$ cat config.mk
export PLATFORM = sky130hd
export DESIGN_NAME = mfw_comb
export DESIGN_NICKNAME = d
export VERILOG_FILES = /design/src/rtl/mfw_pkg.sv /design/src/rtl/mfw_comb.sv
export SDC_FILE = /design/constraint.sdc
export NUM_CORES = 2
export LEC_CHECK = 0
export ABC_AREA = 1
export BUFFER_PORTS_ARGS = -buffer_cell sky130_fd_sc_hd__clkbuf_2
export CAP_MARGIN = 25
export CORE_MARGIN = 2
export CORE_UTILIZATION = 50
export CTS_CLUSTER_SIZE = 20
export DETAILED_ROUTE_END_ITERATION = 10
export GPL_ROUTABILITY_DRIVEN = 0
export PLACE_DENSITY = 0.68
export SLEW_MARGIN = 20
export SYNTH_ARGS = -nofsm -noshare
export SYNTH_HDL_FRONTEND = slang
export SYNTH_SLANG_ARGS = --single-unit
$ cat constraint.sdc
create_clock -name clock -period 9.48 [get_ports clock]
set_clock_uncertainty 0.2 [all_clocks]
set_input_delay 2.844 -clock clock [delete_from_list [all_inputs] [get_ports clock]]
set_output_delay 2.844 -clock clock [all_outputs]
set_load 0.02 [all_outputs]
$ cat src/rtl/mfw_pkg.sv
// mfw_pkg: shared widths, constants and types for the mitchell filter weight core
// no dependencies; imported by the interfaces and every rtl module of the block
package mfw_pkg;

   localparam int OFF_W         = 16;
   localparam int CFG_W         = 16;
   localparam int WGT_W         = 18;
   localparam int DEF_FRAC_BITS = 12;

   // bounds: |k| < 2^21 and each horner step at most doubles and then adds a k, so |p| < 2^25
   localparam int COEF_W = 24;
   localparam int POLY_W = 27;

   localparam int AXIS_STG = 6;
   localparam int COMB_STG = 4;
   localparam int NUM_STG  = AXIS_STG + COMB_STG;

   // divide by nine of the rounded quotient: u * ceil(2^24 / 9) >> 24, exact for u < 2^21
   localparam int             U_W    = 21;
   localparam int             DIV_SH = 24;
   localparam logic [U_W-1:0] DIV_M  = 21'd1864136;

   localparam int SAT_POS = 36 * 131072;
   localparam int SAT_NEG = 36 * 131073;

   localparam logic signed [WGT_W-1:0] W_MAX = 18'sh1ffff;
   localparam logic signed [WGT_W-1:0] W_MIN = 18'sh20000;

   localparam logic [CFG_W-1:0] B_RESET   = 16'd1365;
   localparam logic [CFG_W-1:0] C_RESET   = 16'd1365;
   localparam logic [CFG_W-1:0] INV_RESET = 16'd1024;

   typedef enum logic [1:0] {
      REG_B_COEFF,
      REG_C_COEFF,
      REG_INV_X_WIDTH,
      REG_INV_Y_WIDTH
   } csr_idx_type;

   typedef logic signed [COEF_W-1:0] coef_type;
   typedef logic signed [POLY_W-1:0] poly_type;

   typedef struct packed {
      coef_type k3;
      coef_type k2;
      coef_type k1;
      coef_type k0;
   } coef_set_type;

endpackage

$ cat src/rtl/mfw_comb.sv
// mfw_comb: four-stage combine, axis product, rounded divide by 36, saturation
// depends on mfw_pkg; stage enables come from the top level valid chain
module mfw_comb #(
   parameter int FRAC_BITS = mfw_pkg::DEF_FRAC_BITS
) (
   input  logic                             clock,
   input  logic [mfw_pkg::COMB_STG-1:0]     stg_en,
   input  mfw_pkg::poly_type                px,
   input  mfw_pkg::poly_type                py,
   output logic signed [mfw_pkg::WGT_W-1:0] weight
);
   import mfw_pkg::*;

   localparam int Q_W   = 2 * POLY_W;
   localparam int SH    = 2 * FRAC_BITS - 16;
   localparam int R_W   = U_W + U_W;
   localparam logic [Q_W:0] RND     = (Q_W + 1)'(18) << SH;
   localparam logic [Q_W:0] LIM_POS = (Q_W + 1)'(SAT_POS);
   localparam logic [Q_W:0] LIM_NEG = (Q_W + 1)'(SAT_NEG);

   logic signed [Q_W-1:0]   q_ff, q_in;
   logic [Q_W-1:0]          mag;
   logic [Q_W:0]            t;
   logic                    neg8_ff, neg8_in, sat8_ff, sat8_in;
   logic [U_W-1:0]          u_ff, u_in;
   logic [R_W-1:0]          r_prod_ff, r_prod_in;
   logic                    neg9_ff, sat9_ff;
   logic [WGT_W-1:0]        r;
   logic signed [WGT_W-1:0] weight_ff, weight_in;

   assign q_in = px * py;

   // rounded quotient by 36 << SH: shift out the power of two, keep the part below saturation
   always_comb begin
      neg8_in = q_ff[Q_W-1];
      mag     = neg8_in ? Q_W'(-q_ff) : Q_W'(q_ff);
      t       = ({1'b0, mag} + RND) >> SH;
      sat8_in = neg8_in ? (t >= LIM_NEG) : (t >= LIM_POS);
      u_in    = t[U_W+1:2];
   end

   assign r_prod_in = R_W'(u_ff) * R_W'(DIV_M);

   always_comb begin
      r = r_prod_ff[DIV_SH+WGT_W-1:DIV_SH];
      if (sat9_ff) begin
         weight_in = neg9_ff ? W_MIN : W_MAX;
      end else begin
         weight_in = neg9_ff ? $signed(WGT_W'(~r + 1'b1)) : $signed(r);
      end
   end

   always_ff @(posedge clock) begin
      if (stg_en[0]) begin
         q_ff <= q_in;
      end
      if (stg_en[1]) begin
         neg8_ff <= neg8_in;
         sat8_ff <= sat8_in;
         u_ff    <= u_in;
      end
      if (stg_en[2]) begin
         r_prod_ff <= r_prod_in;
         neg9_ff   <= neg8_ff;
         sat9_ff   <= sat8_ff;
      end
      if (stg_en[3]) begin
         weight_ff <= weight_in;
      end
   end

   assign weight = weight_ff;

endmodule

==> results.sh <==
export IMPL_synthArstFlopShare=0
export IMPL_antenna_left=0
export IMPL_reg2reg_to="r_prod_ff[41]"
export IMPL_crit_family="adder cells"
export IMPL_outcome="completed"
export IMPL_met1_usage=0.3301
export IMPL_yosysMostFrequentCell="inv_1"
export IMPL_yosys_register_bits=115
export IMPL_grt_max_degree=86
export IMPL_top_usage_layer="met2"
export IMPL_path_cells="clkbuf_2, buf_12, nand2_1, fa_1, inv_1, fa_1, inv_2, fa_1, inv_1, fa_1, inv_1, fa_1, inv_1, fa_1, fa_1, ha_1, a21oi_1, o21ai_0, nand2_1, nand3_1, a31oi_1, o21ai_0, xor2_1"
export IMPL_max_freq_mhz=109.3
export IMPL_routedWlPerCell_microns=15.92
export IMPL_r2r_start="u_ff[7]"
export IMPL_cts_buffer_depth=2
export IMPL_avgSynthCellArea_sq_um=8.044
export IMPL_r2r_cells=17
export IMPL_core_sq_mm=0.08016
export IMPL_routed_wl_microns=101000
export IMPL_ff2ff_setup_slack_ns=3.28
export IMPL_vias=31940
export IMPL_io_pins=77
export IMPL_synth_flop_cell="edfxtp_1"
export IMPL_die_y_microns=288.0
export IMPL_crit_type="in2reg"
export IMPL_ys_types=48
export IMPL_min_path_type="reg2reg"
export IMPL_synth_cells=5013
export IMPL_rsz0062_at_grt="false"
export IMPL_ys_top_cells_by_area="fa_1 (43%), inv_1 (13%), nand2_1 (11%), ha_1 (9.5%), edfxtp_1 (8.6%)"
export IMPL_path_common_cell="fa_1"
export IMPL_grt_pass1_vias=34470
export IMPL_clk_pin_slew_ns=0.06
export IMPL_yosys_area_top_type="fa_1"
export IMPL_htreeDepth=4
export IMPL_rows=104
export IMPL_crit_path_end_kind="flip-flop"
export IMPL_hold_path_depth=0
export IMPL_final_cell_count_no_fill=6345
export IMPL_pre_cts_slack_ns=-0.2692
export IMPL_ys_seq_area_frac=0.08564
export IMPL_dieWidth_microns=288.0
export IMPL_cts_tree="done"
export IMPL_vias_per_cell=5.033
export IMPL_min_period_ns=9.146
export IMPL_placed_cells_incl_taps=6310
export IMPL_synth_commonest_cells="inv_1 (1,413), nand2_1 (1,201), fa_1 (859), ha_1 (307), nor2_1 (253)"
export IMPL_finalCritPeriodShare=0.9648
export IMPL_cp_required_ns=9.45
export IMPL_fill_cells=7375
export IMPL_drive_above_1_share=0.1109
export IMPL_setup_ws_ns=0.3340
export IMPL_grt_pass1_wl_microns=171900
export IMPL_drc=0
export IMPL_dieArea_sq_mm=0.08293
export IMPL_antenna_found_initial=2
export IMPL_cp_depth=23
export IMPL_whs_ns=0.2843
export IMPL_tightest_slew_ns=0.8701
export IMPL_worstSkewPairLatency_ns=0.42
export IMPL_cts_root_buf="clkbuf_16"
export IMPL_synth_area_sq_mm=0.04032
export IMPL_hold_violations=0
export IMPL_port_buffers=76
export IMPL_ff_latch_area_sq_mm=0.003453
export IMPL_drt_iter0_drc=1879
export IMPL_syn_num_nets=6238
export IMPL_syn_to_final_growth_pct=11.21
export IMPL_crit_fanout=9
export IMPL_start_util=0.5030
export IMPL_crit_end="q_ff[53]"
export IMPL_utilization=0.5595
export IMPL_grt_overflow=0
export IMPL_yosys_warnings=0
export IMPL_crit_path_start="py[7]"
export IMPL_multi_input_area_sq_mm=0.03085
export IMPL_fin_nets=6495
export IMPL_slowest_stage="fa_1"
export IMPL_synth_edf_count=115
export IMPL_grt_use_total=0.2590
export IMPL_worst_path_largest_cell_delay_ns=0.65
export IMPL_slew_headroom=0.4199
export IMPL_worstSetupStartpointType="input pin"
export IMPL_dp_hpwl_microns=90760
export IMPL_cap_violations=0
export IMPL_firstDrtPassIters=6
export IMPL_clock_sinks=115
export IMPL_cts_buffers_inserted=17
export IMPL_synth_top_area_share=0.4265
export IMPL_setup_violations=0
export IMPL_crit_arrival_ns=9.11
export IMPL_drv_slew=0
export IMPL_grtUsageMet2=0.4678
export IMPL_use_met3=0.02544
export IMPL_cp_buffers_inverters=7
==> registers in the layout (all words and copies together), names as in the netlist <==
name,flops
r_prod_ff,18
neg8_ff,1
sat8_ff,1
q_ff,54
neg9_ff,1
u_ff,21
sat9_ff,1
weight,18
==> area by class of cell <==
class | count | area share
Antenna cell | 2 | 0.0001116
Tap cell | 1060 | 0.02957
Inverter | 1433 | 0.1200
Sequential cell | 115 | 0.07701
Clock buffer | 19 | 0.009654
Multi-Input combinational cell | 3291 | 0.6880
Timing Repair Buffer | 412 | 0.07263
Clock inverter | 13 | 0.003013
==> stage by stage <==
| stage | setup TNS [ns] | instance area, sq um |
|---|---|---|
| final | 0 | 44840 |
| after global routing | 0 | 44840 |
| after CTS | 0 | 44800 |
| after detailed placement | -2.199 | 44230 |
| after global placement | -1.279 | 44230 |
| after floorplan | 0 | 40330 |
==> per-layer routing <==
layer  vias up  share of wire
met5         -              0
met4         0          0.028
met3       193          0.049
met2       928           0.51
met1     15810           0.42
li1      15000              -
==> worst register-to-register path, cell delays in order (launching register included) <==
cell       delay [ns]
edfxtp_1         0.51
fa_1             0.56
ha_1             0.31
inv_1            0.10
fa_1             0.55
inv_1            0.05
fa_1             0.50
fa_1             0.53
fa_1             0.49
ha_1             0.40
nand2_1          0.13
nor3_1           0.35
nand2_1          0.09
o21ai_0          0.54
nand3_1          0.17
o2111ai_1        0.19
a21oi_1          0.14
xnor2_1          0.15
==> kinds of logic after synthesis <==
group,share of synthesized area
AO/OA/AOI/OAI,0.03568
XOR/XNOR,0.02194
adder cells (fa/ha/maj),0.5217
buffers and inverters,0.1500
flip-flops,0.08564
AND/OR/NAND/NOR,0.1850
==> worst min path at each step <==
stage               startpoint      end  slack (ns)
finish                 neg8_ff  neg9_ff        0.28
global route           neg8_ff  neg9_ff        0.29
CTS                    neg8_ff  neg9_ff        0.29
detailed placement     neg8_ff  neg9_ff        0.28
global placement       neg8_ff  neg9_ff        0.27
floorplan              neg8_ff  neg9_ff        0.20
==> cells in the final DEF, fill, tap and decap left out, types with 11 or more instances in the layout <==
cell	instances
inv_2	19
a31oi_1	12
o21a_1	16
nand2_1	1201
xor2_1	57
nor2_1	253
clkbuf_2	76
nor3_1	11
buf_4	307
nor2_2	28
o21ai_0	70
xnor2_1	44
nand3b_1	17
clkbuf_16	17
edfxtp_1	115
nand2_2	42
nor2_4	18
nand4_1	37
fa_1	858
nand3_1	120
ha_1	306
a21oi_1	113
inv_1	1411
buf_12	28
==> what timing repair did <==
action / 4_1_cts / 5_1_grt
buffers inserted: 0 / 1
endpoints found under the setup margin: 0 / 13
resized for setup: 0 / 14
hold buffers: 0 / 0
Power is not shown: default switching activity piles up to over one toggle a cycle in this logic, so the estimate is an artifact.
